**config.mk**
```make
export PLATFORM = sky130hd
export DESIGN_NAME = dma_rectangle_divider_search_flat
export DESIGN_NICKNAME = d
export VERILOG_FILES = /design/src/rds_pkg.sv /design/src/rds_if.sv /design/src/rds_div.sv /design/src/dma_rectangle_divider_search.sv /design/src/flat_wrapper.sv
export SDC_FILE = /design/constraint.sdc
export NUM_CORES = 1
export LEC_CHECK = 0
export BUFFER_PORTS_ARGS = -buffer_cell sky130_fd_sc_hd__buf_4
export CAP_MARGIN = 0
export CORE_UTILIZATION = 60
export DETAILED_ROUTE_END_ITERATION = 10
export PLACE_DENSITY_LB_ADDON = 0.05
export SKIP_LAST_GASP = 1
export SYNTH_ARGS = -nofsm -noshare
export SYNTH_HDL_FRONTEND = slang
export SYNTH_HIERARCHICAL = 1
export SYNTH_SLANG_ARGS = --single-unit
```
**constraint.sdc**
```tcl
create_clock -name clk -period 14.9 [get_ports clk]
set_input_delay 0 -clock clk [delete_from_list [all_inputs] [get_ports clk]]
set_output_delay 0 -clock clk [all_outputs]
set_load 0.05 [all_outputs]
```
**src/rds_pkg.sv**
```systemverilog
// Rectangle divider search: shared constants and types.
// Depends on nothing; imported by rds_div, the top level and the testbench.
`default_nettype none

package rds_pkg;

    // Bits of the byte count that take part in the search.
    localparam int COUNT_BITS = 32;
    // Datapath width: the port carries 32 bits, so never wider than that.
    localparam int CNT_W      = (COUNT_BITS < 32) ? COUNT_BITS : 32;
    // Floor root of a CNT_W-bit value fits in ROOT_W bits.
    localparam int ROOT_W     = (CNT_W + 1) / 2;
    // Highest even bit position used by the digit-by-digit root.
    localparam int ROOT_TOP   = 2 * ROOT_W - 2;
    // Step counter of the divider must hold CNT_W itself.
    localparam int DIV_CNT_W  = $clog2(CNT_W + 1);

    typedef struct packed {
        logic             start;
        logic [CNT_W-1:0] dividend;
        logic [CNT_W-1:0] divisor;
    } div_req_t;

    typedef struct packed {
        logic             done;
        logic [CNT_W-1:0] quotient;
        logic [CNT_W-1:0] remainder;
    } div_rsp_t;

endpackage

`default_nettype wire

```
**src/rds_if.sv**
```systemverilog
// Word channels of the rectangle divider search: request and response.
// Depends on rds_pkg for nothing but sits after it in compile order.
`default_nettype none

interface rds_req_if;
    logic        valid;
    logic        ready;
    logic [31:0] byte_count;
    logic [6:0]  transfer_bytes;

    modport source (output valid, output byte_count, output transfer_bytes, input ready);
    modport sink   (input valid, input byte_count, input transfer_bytes, output ready);
endinterface

interface rds_rsp_if;
    logic        valid;
    logic        ready;
    logic [15:0] row_width;
    logic [31:0] row_count;
    logic        found;

    modport source (output valid, output row_width, output row_count, output found,
                    input ready);
    modport sink   (input valid, input row_width, input row_count, input found,
                    output ready);
endinterface

`default_nettype wire

```
**src/rds_div.sv**
```systemverilog
// Restoring radix-2 divider, one quotient bit per cycle, shared by the search.
// Depends on rds_pkg (widths, request and response structs).
`default_nettype none

module rds_div
    import rds_pkg::*;
(
    input  wire logic     clk,
    input  wire logic     rst_n,
    input  wire div_req_t req,
    output div_rsp_t      rsp
);

    logic                 busy_reg,    busy_next;
    logic                 done_reg,    done_next;
    logic [DIV_CNT_W-1:0] cnt_reg,     cnt_next;
    logic [CNT_W-1:0]     rem_reg,     rem_next;
    logic [CNT_W-1:0]     quo_reg,     quo_next;
    logic [CNT_W-1:0]     divisor_reg, divisor_next;

    logic [CNT_W:0]       trial;
    logic                 fits;

    always_comb
    begin
        trial        = {rem_reg, quo_reg[CNT_W-1]};
        fits         = (trial >= {1'b0, divisor_reg});
        busy_next    = busy_reg;
        done_next    = 1'b0;
        cnt_next     = cnt_reg;
        rem_next     = rem_reg;
        quo_next     = quo_reg;
        divisor_next = divisor_reg;
        if (req.start && !busy_reg)
        begin
            busy_next    = 1'b1;
            cnt_next     = DIV_CNT_W'(CNT_W);
            rem_next     = '0;
            quo_next     = req.dividend;
            divisor_next = req.divisor;
        end
        else if (busy_reg)
        begin
            // remainder stays below the divisor, so the top trial bit drops out
            rem_next = fits ? CNT_W'(trial - {1'b0, divisor_reg}) : trial[CNT_W-1:0];
            quo_next = {quo_reg[CNT_W-2:0], fits};
            cnt_next = cnt_reg - 1'b1;
            if (cnt_reg == DIV_CNT_W'(1))
            begin
                busy_next = 1'b0;
                done_next = 1'b1;
            end
        end
    end

    always_ff @(posedge clk or negedge rst_n)
    begin
        if (!rst_n)
        begin
            busy_reg <= 1'b0;
            done_reg <= 1'b0;
            cnt_reg  <= '0;
        end
        else
        begin
            busy_reg <= busy_next;
            done_reg <= done_next;
            cnt_reg  <= cnt_next;
        end
    end

    always_ff @(posedge clk)
    begin
        rem_reg     <= rem_next;
        quo_reg     <= quo_next;
        divisor_reg <= divisor_next;
    end

    assign rsp.done      = done_reg;
    assign rsp.quotient  = quo_reg;
    assign rsp.remainder = rem_reg;

endmodule

`default_nettype wire

```
**src/dma_rectangle_divider_search.sv**
```systemverilog
// Top level of the rectangle divider search.
// Depends on rds_pkg, rds_if (word channels) and rds_div (shared divider).
`default_nettype none

// Takes one request word (byte_count, transfer_bytes) at a time and returns
// one response word: the largest row_width not above floor(sqrt(count)) that
// divides the count exactly, row_count = count / row_width, and found. A
// transfer_bytes of zero selects default_transfer_bytes (written through
// cfg_we / cfg_wdata, reset value 16). A count that is zero, or not a multiple
// of the effective transfer size, or an effective size of zero, gives found = 0
// with both other fields 0. req.ready is high only while no request is in work.
// Every division goes through one shared radix-2 divider. A request costs one
// divide for the multiple test, a bit-serial floor root over ROOT_W digits,
// then one divide per trial width counted down from the root. The response
// sits in an output register; a new request is taken once the result has
// moved into it.
module dma_rectangle_divider_search
    import rds_pkg::*;
(
    input  wire logic       clk,
    input  wire logic       rst_n,
    input  wire logic       cfg_we,
    input  wire logic [6:0] cfg_wdata,
    rds_req_if.sink         req,
    rds_rsp_if.source       rsp
);

    localparam logic [2:0] S_IDLE = 3'd0;
    localparam logic [2:0] S_MULT = 3'd1;   // count % transfer size
    localparam logic [2:0] S_ROOT = 3'd2;   // floor root, one digit a cycle
    localparam logic [2:0] S_TRY  = 3'd3;   // launch trial division
    localparam logic [2:0] S_WAIT = 3'd4;   // wait for trial result
    localparam logic [2:0] S_FIN  = 3'd5;   // hand result to output register

    logic [2:0]        state_reg,   state_next;
    logic [6:0]        dflt_reg,    dflt_next;
    logic [CNT_W-1:0]  count_reg,   count_next;
    logic [ROOT_W-1:0] w_reg,       w_next;
    logic [CNT_W-1:0]  rows_reg,    rows_next;
    logic              ok_reg,      ok_next;

    // floor root working registers
    logic [CNT_W-1:0]  sq_rem_reg,  sq_rem_next;
    logic [CNT_W-1:0]  sq_res_reg,  sq_res_next;
    logic [CNT_W-1:0]  sq_bit_reg,  sq_bit_next;
    logic [CNT_W-1:0]  sq_sum;
    logic              sq_fits;

    // output register
    logic              ov_reg,      ov_next;
    logic [15:0]       owidth_reg,  owidth_next;
    logic [31:0]       orows_reg,   orows_next;
    logic              ofound_reg,  ofound_next;

    logic [6:0]        tsize;
    logic              accept;
    div_req_t          div_req;
    div_rsp_t          div_rsp;

    rds_div u_div
    (
        .clk   (clk),
        .rst_n (rst_n),
        .req   (div_req),
        .rsp   (div_rsp)
    );

    assign req.ready = (state_reg == S_IDLE);
    assign accept    = req.valid && req.ready;
    assign tsize     = (req.transfer_bytes == 7'd0) ? dflt_reg : req.transfer_bytes;

    assign sq_sum    = sq_res_reg + sq_bit_reg;
    assign sq_fits   = (sq_rem_reg >= sq_sum);

    always_comb
    begin
        state_next   = state_reg;
        dflt_next    = cfg_we ? cfg_wdata : dflt_reg;
        count_next   = count_reg;
        w_next       = w_reg;
        rows_next    = rows_reg;
        ok_next      = ok_reg;
        sq_rem_next  = sq_rem_reg;
        sq_res_next  = sq_res_reg;
        sq_bit_next  = sq_bit_reg;
        ov_next      = ov_reg && !rsp.ready;
        owidth_next  = owidth_reg;
        orows_next   = orows_reg;
        ofound_next  = ofound_reg;
        div_req.start    = 1'b0;
        div_req.dividend = count_reg;
        div_req.divisor  = CNT_W'(w_reg);

        case (state_reg)
            S_IDLE:
            begin
                if (accept)
                begin
                    count_next = req.byte_count[CNT_W-1:0];
                    ok_next    = 1'b0;
                    w_next     = '0;
                    rows_next  = '0;
                    if (tsize == 7'd0)
                    begin
                        state_next = S_FIN;
                    end
                    else
                    begin
                        div_req.start    = 1'b1;
                        div_req.dividend = req.byte_count[CNT_W-1:0];
                        div_req.divisor  = CNT_W'(tsize);
                        state_next       = S_MULT;
                    end
                end
            end
            S_MULT:
            begin
                if (div_rsp.done)
                begin
                    // zero count has no width; a remainder fails the multiple test
                    if (div_rsp.remainder != '0 || count_reg == '0)
                    begin
                        state_next = S_FIN;
                    end
                    else
                    begin
                        sq_rem_next = count_reg;
                        sq_res_next = '0;
                        sq_bit_next = CNT_W'(1) << ROOT_TOP;
                        state_next  = S_ROOT;
                    end
                end
            end
            S_ROOT:
            begin
                if (sq_fits)
                begin
                    sq_rem_next = sq_rem_reg - sq_sum;
                    sq_res_next = (sq_res_reg >> 1) + sq_bit_reg;
                end
                else
                begin
                    sq_res_next = sq_res_reg >> 1;
                end
                sq_bit_next = sq_bit_reg >> 2;
                if (sq_bit_reg[0])
                begin
                    w_next     = sq_res_next[ROOT_W-1:0];
                    state_next = S_TRY;
                end
            end
            S_TRY:
            begin
                div_req.start = 1'b1;
                state_next    = S_WAIT;
            end
            S_WAIT:
            begin
                if (div_rsp.done)
                begin
                    if (div_rsp.remainder == '0)
                    begin
                        ok_next    = 1'b1;
                        rows_next  = div_rsp.quotient;
                        state_next = S_FIN;
                    end
                    else
                    begin
                        // width one always divides, so this never reaches zero
                        w_next     = w_reg - 1'b1;
                        state_next = S_TRY;
                    end
                end
            end
            S_FIN:
            begin
                if (!ov_reg || rsp.ready)
                begin
                    ov_next     = 1'b1;
                    owidth_next = ok_reg ? 16'(w_reg) : 16'd0;
                    orows_next  = ok_reg ? 32'(rows_reg) : 32'd0;
                    ofound_next = ok_reg;
                    state_next  = S_IDLE;
                end
            end
            default:
            begin
                state_next = S_IDLE;
            end
        endcase
    end

    always_ff @(posedge clk or negedge rst_n)
    begin
        if (!rst_n)
        begin
            state_reg <= S_IDLE;
            dflt_reg  <= 7'd16;
            ov_reg    <= 1'b0;
            ok_reg    <= 1'b0;
        end
        else
        begin
            state_reg <= state_next;
            dflt_reg  <= dflt_next;
            ov_reg    <= ov_next;
            ok_reg    <= ok_next;
        end
    end

    always_ff @(posedge clk)
    begin
        count_reg  <= count_next;
        w_reg      <= w_next;
        rows_reg   <= rows_next;
        sq_rem_reg <= sq_rem_next;
        sq_res_reg <= sq_res_next;
        sq_bit_reg <= sq_bit_next;
        owidth_reg <= owidth_next;
        orows_reg  <= orows_next;
        ofound_reg <= ofound_next;
    end

    assign rsp.valid     = ov_reg;
    assign rsp.row_width = owidth_reg;
    assign rsp.row_count = orows_reg;
    assign rsp.found     = ofound_reg;

endmodule

`default_nettype wire

```
**src/flat_wrapper.sv**
```systemverilog
// flat-port wrapper written by rule: the top's interface ports become plain ports
module dma_rectangle_divider_search_flat import rds_pkg::*;
  (clk, rst_n, cfg_we, cfg_wdata, req_valid, req_byte_count, req_transfer_bytes, req_ready, rsp_valid, rsp_row_width, rsp_row_count, rsp_found, rsp_ready);
  rds_req_if req_i ();
  rds_rsp_if rsp_i ();
  input  wire logic clk;
  input  wire logic rst_n;
  input  wire logic cfg_we;
  input  wire logic [6:0] cfg_wdata;
  input wire logic [$bits(req_i.valid)-1:0] req_valid;
  input wire logic [$bits(req_i.byte_count)-1:0] req_byte_count;
  input wire logic [$bits(req_i.transfer_bytes)-1:0] req_transfer_bytes;
  output wire logic [$bits(req_i.ready)-1:0] req_ready;
  output wire logic [$bits(rsp_i.valid)-1:0] rsp_valid;
  output wire logic [$bits(rsp_i.row_width)-1:0] rsp_row_width;
  output wire logic [$bits(rsp_i.row_count)-1:0] rsp_row_count;
  output wire logic [$bits(rsp_i.found)-1:0] rsp_found;
  input wire logic [$bits(rsp_i.ready)-1:0] rsp_ready;
  assign req_i.valid = req_valid;
  assign req_i.byte_count = req_byte_count;
  assign req_i.transfer_bytes = req_transfer_bytes;
  assign req_ready = req_i.ready;
  assign rsp_valid = rsp_i.valid;
  assign rsp_row_width = rsp_i.row_width;
  assign rsp_row_count = rsp_i.row_count;
  assign rsp_found = rsp_i.found;
  assign rsp_i.ready = rsp_ready;
  dma_rectangle_divider_search u_core (.clk(clk), .rst_n(rst_n), .cfg_we(cfg_we), .cfg_wdata(cfg_wdata), .req(req_i), .rsp(rsp_i));
endmodule
```
; ---- Yosys cells after proc, flatten, opt, wreduce, memory -nomap -nowiden
; Index checks and enable logic that the tools add are counted.
[word_totals]
word_cells = 119
reg_bits = 341
in_bits = 51
mem_count = 0
mem_bits_ro = 0
output_inout_bits = 51
ramBits = 0
latchBits = 0
[op_classes]
n_addsub = 6
n_div = 0
mul = 0
mux = 51
n_reduce_logical = 25
n_bitwise = 0
n_shift = 0
n_lt_le_gt_ge = 2
eq_ne = 15
[ops]
columns = op, count
row1 = 2-to-1 mux 32 bit, 14
row2 = one-hot mux 32 bit (2 select lines), 4
row3 = 2-to-1 mux 65 bit, 2
row4 = logical NOT 32 bit, 2
row5 = 2-to-1 mux 16 bit, 4
row6 = 2-to-1 mux 64 bit, 1
row7 = subtractor 32 bit, 2
row8 = one-hot mux 16 bit (3 select lines), 1
row9 = >= comparator 33 x 32 -> 1 bit, 1
row10 = adder 31 x 32 -> 32 bit, 1
row11 = adder 32 bit, 1
row12 = >= comparator 32 bit, 1
row13 = nonzero test 32 bit, 1
row14 = 2-to-1 mux 3 bit, 8
row15 = one-hot mux 3 bit (6 select lines), 1
row16 = subtractor 16 x 1 -> 16 bit (second input constant), 1
row17 = logical NOT 7 bit, 2
row18 = 2-to-1 mux 6 bit, 2
row19 = 2-to-1 mux 1 bit, 11
row20 = != test 2 bit (second input constant), 5
row21 = AND reduction 5 bit, 2
row22 = != test 2 x 1 -> 1 bit (second input constant), 4
row23 = AND reduction 4 bit, 2
row24 = 2-to-1 mux 7 bit, 1
row25 = other kinds (14), 25

; ---- Depth between registers and ports, before layout
[depth]
ltp_word = 8
mapped_depth = 22

; ---- Hierarchy
; Netlist, hierarchy kept.
[modules_own_cells]
columns = mod, seq_area_each_um2, cells_per_inst, area_per_inst_um2, instances
row1 = dma_rectangle_divider_search, 6577.6, 1224, 13106.3, 1
row2 = rds_div, 2762.6, 642, 5883.1, 1

; ---- Least setup slack after synthesis
; Ideal clock, no wire load.
[synth_timing]
path_type = reg2reg
from = register u_core.u_div.rem_reg[25]
to = register u_core.sq_rem_reg[0] (enable)
required_ns = 14.430
setup_time_ns = 0.470
synth_period_minus_slack_ns = 6.574
setup_slack_ns = 8.326
path_stages_with_launch = 8
n_path_buf = 0
arrival_time_ns = 6.104
cell_sequence = dfxtp_1 > nor4_1 > nand4_1 > nor2_1 > o21a_1 > nand3_1 > a21oi_1 > a21boi_0
[synth_between]
elab_chain_cells = 4
[synth_lines]
columns = element, line_no
row1 = start: declaration, rds_div.sv:17  ; logic [CNT_W-1:0] rem_reg, rem_next;
row2 = start signal: assignment, rds_div.sv:74  ; rem_reg <= rem_next;
row3 = nonzero test 32 bit, dma_rectangle_divider_search.sv:121  ; if (div_rsp.remainder != '0 || count_reg == '0)
row4 = logical OR 1 bit, dma_rectangle_divider_search.sv:121
row5 = != test 2 bit (no line), -
row6 = AND reduction 4 bit (no line), -
row7 = end signal: assignment, dma_rectangle_divider_search.sv:216  ; sq_rem_reg <= sq_rem_next;
row8 = end: declaration, dma_rectangle_divider_search.sv:43  ; logic [CNT_W-1:0] sq_rem_reg, sq_rem_next;
; No other way between the ends.
; A chain may end at the register's enable or synchronous reset.

; ---- Worst setup path after layout
[layout_timing]
from = register u_core.sq_res_reg[2]
to = register u_core.w_reg[13] (data pin)
[layout_between]
elab_chain_cells = 5
word_cells_on_any_way = 6
classes_between = 2 x add/sub / 1 x order compare / 3 x mux
[layout_lines]
columns = element, line_no
row1 = start: declaration, dma_rectangle_divider_search.sv:44  ; logic [CNT_W-1:0] sq_res_reg, sq_res_next;
row2 = start signal: assignment, dma_rectangle_divider_search.sv:217  ; sq_res_reg <= sq_res_next;
row3 = adder 32 bit, dma_rectangle_divider_search.sv:72  ; assign sq_sum = sq_res_reg + sq_bit_reg;
row4 = >= comparator 32 bit, dma_rectangle_divider_search.sv:73  ; assign sq_fits = (sq_rem_reg >= sq_sum);
row5 = 2-to-1 mux 32 bit (*), dma_rectangle_divider_search.sv:136  ; if (sq_fits)
row6 = 2-to-1 mux 16 bit (*), dma_rectangle_divider_search.sv:146  ; if (sq_bit_reg[0])
row7 = one-hot mux 16 bit (3 select lines) (*), dma_rectangle_divider_search.sv:94  ; case (state_reg)
row8 = via u_core.w_next[13], dma_rectangle_divider_search.sv:38  ; logic [ROOT_W-1:0] w_reg, w_next;
row9 = end signal: assignment, dma_rectangle_divider_search.sv:214  ; w_reg <= w_next;
row10 = end: declaration, dma_rectangle_divider_search.sv:38
; Mark *: on every way through the listed nets, which the timed path passes. The rest lies on a longest branch. The select of a mux whose other input is x is not followed.

==> results.json <==
{
  "grt-ovfl-total": 0,
  "clock-sinks": 325,
  "async_reset_ff_frac": 0.06154,
  "grt_pass1_wl_mm": 75.33,
  "critPathLaunchType": "flip-flop",
  "io_pins": 102,
  "maxSlewViolCount": 0,
  "rsz0062_at_grt": "false",
  "cp.required_ns": 15.19,
  "fin_nets": 2171,
  "max-slew-margin-rel": 0.1351,
  "tns_ns": 0,
  "maxCapViolCount": 0,
  "cts_made_buffers": 36,
  "violations": "design-rule violations",
  "synth-seq-cells": 325,
  "synth_edf_count": 273,
  "fill_cells": 2319,
  "syn_area_per_cell_um2": 10.18,
  "synth_area_um2": 18990,
  "synth_flop_cell": "edfxtp_1",
  "grt_start_max_net_pins": 93,
  "clockBufferDepth": 3,
  "status": "finished, violations left",
  "numPortBuffers": 101,
  "end_kind": "flip-flop",
  "post-route-min-period_ns": 5.685,
  "fmax_ghz": 0.1759,
  "vias": 14870,
  "finalPower_mw": 1.844,
  "cp_max_fo": 13,
  "hpwl_mm": 32.67,
  "clk_pin_slew_ns": 0.07,
  "ir_drop_v": 0.0001166,
  "ctsRootBufferMaster": "clkbuf_16",
  "drcViolationCount": 6,
  "wl_per_cell_um": 19.19,
  "yosysUniqueCellTypes": 86,
  "grt_pass1_vias": 14780,
  "ys_seq_area_frac": 0.4919,
  "core_um2": 30830,
  "die_area_um2": 32360,
  "hp-class": "primary input to flip-flop",
  "dieWidth_um": 179.9,
  "antennaDiodeCount": 0,
  "wl_mm": 46.79,
  "mostFrequentLayoutCells": "273 x edfxtp_1, 257 x nand2_1, 120 x buf_4, 117 x o21ai_0, 107 x a21oi_1",
  "arrival_ns": 5.97,
  "clk_latency_ns": 0.54,
  "power_leakage_nw": 8.820,
  "finalNonFillerCells": 2438,
  "fp.dieH_um": 179.9,
  "crit_type": "flip-flop to flip-flop",
  "initial_core_util": 0.6159,
  "antenna_found_initial": 0,
  "synth_warnings": 6,
  "fin_util": 0.7069,
  "drive_gt1_frac": 0.1156,
  "drt-initial-drc-count": 1168,
  "rows": 64,
  "cts_tree": "built",
  "hold_slack_ns": 0.1958,
  "grt_usage": 0.2884,
  "cts_resized": 0,
  "ant_nets": 0,
  "syn_to_final_growth_pct": 14.76,
  "layout_commonest_cell": "edfxtp_1",
  "synth_cells": 1866,
  "dp.cells": 2317,
  "htree_levels": 2,
  "setup_violations": 0,
  "post-route-period-util": 0.3816,
  "vias_per_cell": 6.100,
  "clock_skew_ns": 0.01554,
  "firstDrtPassIters": 8,
  "gp_congestion": 0.9398,
  "power_density_nw_per_um2": 84.62,
  "finalHoldViolCount": 0,
  "max_slew.worst_pin.slew_ns": 1.296
}
worst max-delay path, cell delays in order (launching register included):
cell and delay, ns:
edfxtp_1 0.46, ha_1 0.39, a31oi_2 0.20, nor3b_1 0.31
o31a_1 0.22, o21ai_1 0.12, a221o_1 0.41, a211o_1 0.31
a31oi_1 0.20, xor2_1 0.20, ha_1 0.32, a21oi_1 0.26
o211ai_1 0.14, a211o_1 0.29, o21ai_1 0.94, nor3_1 0.19
xor2_1 0.21, a22o_1 0.24
power breakdown:
group	leakage (nW)	switching, mW	internal, mW
Clock	0.512	0.364	0.469
Combinational	5.23	0.0112	0.0221
Sequential	3.07	0.00164	0.976
metal layers:
| metal | vias up | part of all wire | GRT usage |
|---|---|---|---|
| li1 | 7148 | - | - |
| met1 | 7189 | 0.41 | 0.3590 |
| met2 | 446 | 0.51 | 0.5198 |
| met3 | 90 | 0.044 | 0.02978 |
| met4 | 0 | 0.030 | 0.1038 |
| met5 | - | 0 | 0 |
cell usage after synthesis, types with 32 or more instances:
| master | count | share of area |
|---|---|---|
| a21o_1 | 39 | 0.015 |
| xor2_1 | 63 | 0.029 |
| and3_1 | 60 | 0.020 |
| xnor2_1 | 56 | 0.026 |
| a31oi_1 | 41 | 0.014 |
| nor2_1 | 109 | 0.022 |
| dfxtp_1 | 32 | 0.034 |
| nand2_1 | 258 | 0.051 |
| ha_1 | 101 | 0.067 |
| and2_1 | 64 | 0.021 |
| clkbuf_1 | 58 | 0.011 |
| mux2_2 | 39 | 0.023 |
| inv_1 | 68 | 0.013 |
| a21oi_1 | 108 | 0.028 |
| o21ai_0 | 117 | 0.031 |
| edfxtp_1 | 273 | 0.43 |
final timing paths:
path	start	endpoint	slack (ns)	cells after the start
max	u_core/sq_res_reg[2]$_SDFFCE_PP0P_	u_core/w_reg[13]$_DFFE_PP_	9.21	17
min	req_byte_count[20]	u_core/count_reg[20]$_DFFE_PP_	0.20	2
max reg2reg	u_core/sq_res_reg[2]$_SDFFCE_PP0P_	u_core/w_reg[13]$_DFFE_PP_	9.21	17
min reg2reg	u_core/u_div/cnt_reg[5]$_DFFE_PN0P_	u_core/u_div/cnt_reg[5]$_DFFE_PN0P_	0.48	1
max in group asynchronous	rst_n	u_core/u_div/cnt_reg[1]$_DFFE_PN0P_	12.98	4
min in group asynchronous	rst_n	u_core/dflt_reg[4]$_DFFE_PN1P_	0.52	3
stage by stage:
stage	setup WS, ns	cell area [um2]
4_1_cts	9.195	21790
3_3_place_gp	9.332	20130
5_1_grt	8.744	21790
2_1_floorplan	8.326	19050
3_5_place_dp	9.231	20130
6_report	9.215	21790
cell families after synthesis:
| family | share of synthesized area |
|---|---|
| adders and majority gates | 0.06866 |
| AOI/OAI and AO/OA | 0.1533 |
| xor gates and xnor gates | 0.05489 |
| buffers and inverters | 0.03169 |
| muxes | 0.02998 |
| and+or+nand+nor | 0.1695 |
| DFF | 0.4919 |
| other | 0.0001975 |
repair_timing:
action                                 4_1_cts  5_1_grt
setup endpoints to repair                    0        0
hold buffers                                58        0
endpoints found under the hold margin      101        0
buffers inserted                             0        0
area by class of cell:
class,count,area [um2],area share
flip-flops and latches,325,9340,0.4286
repair buffers,178,1481,0.06798
well taps,396,495.5,0.02274
inverters,68,255.2,0.01171
multi-input cells,1408,9139,0.4194
clock inverters,13,127.6,0.005856
clock buffers,50,953.4,0.04375
Note: power is estimated with default switching activity, not from simulation.
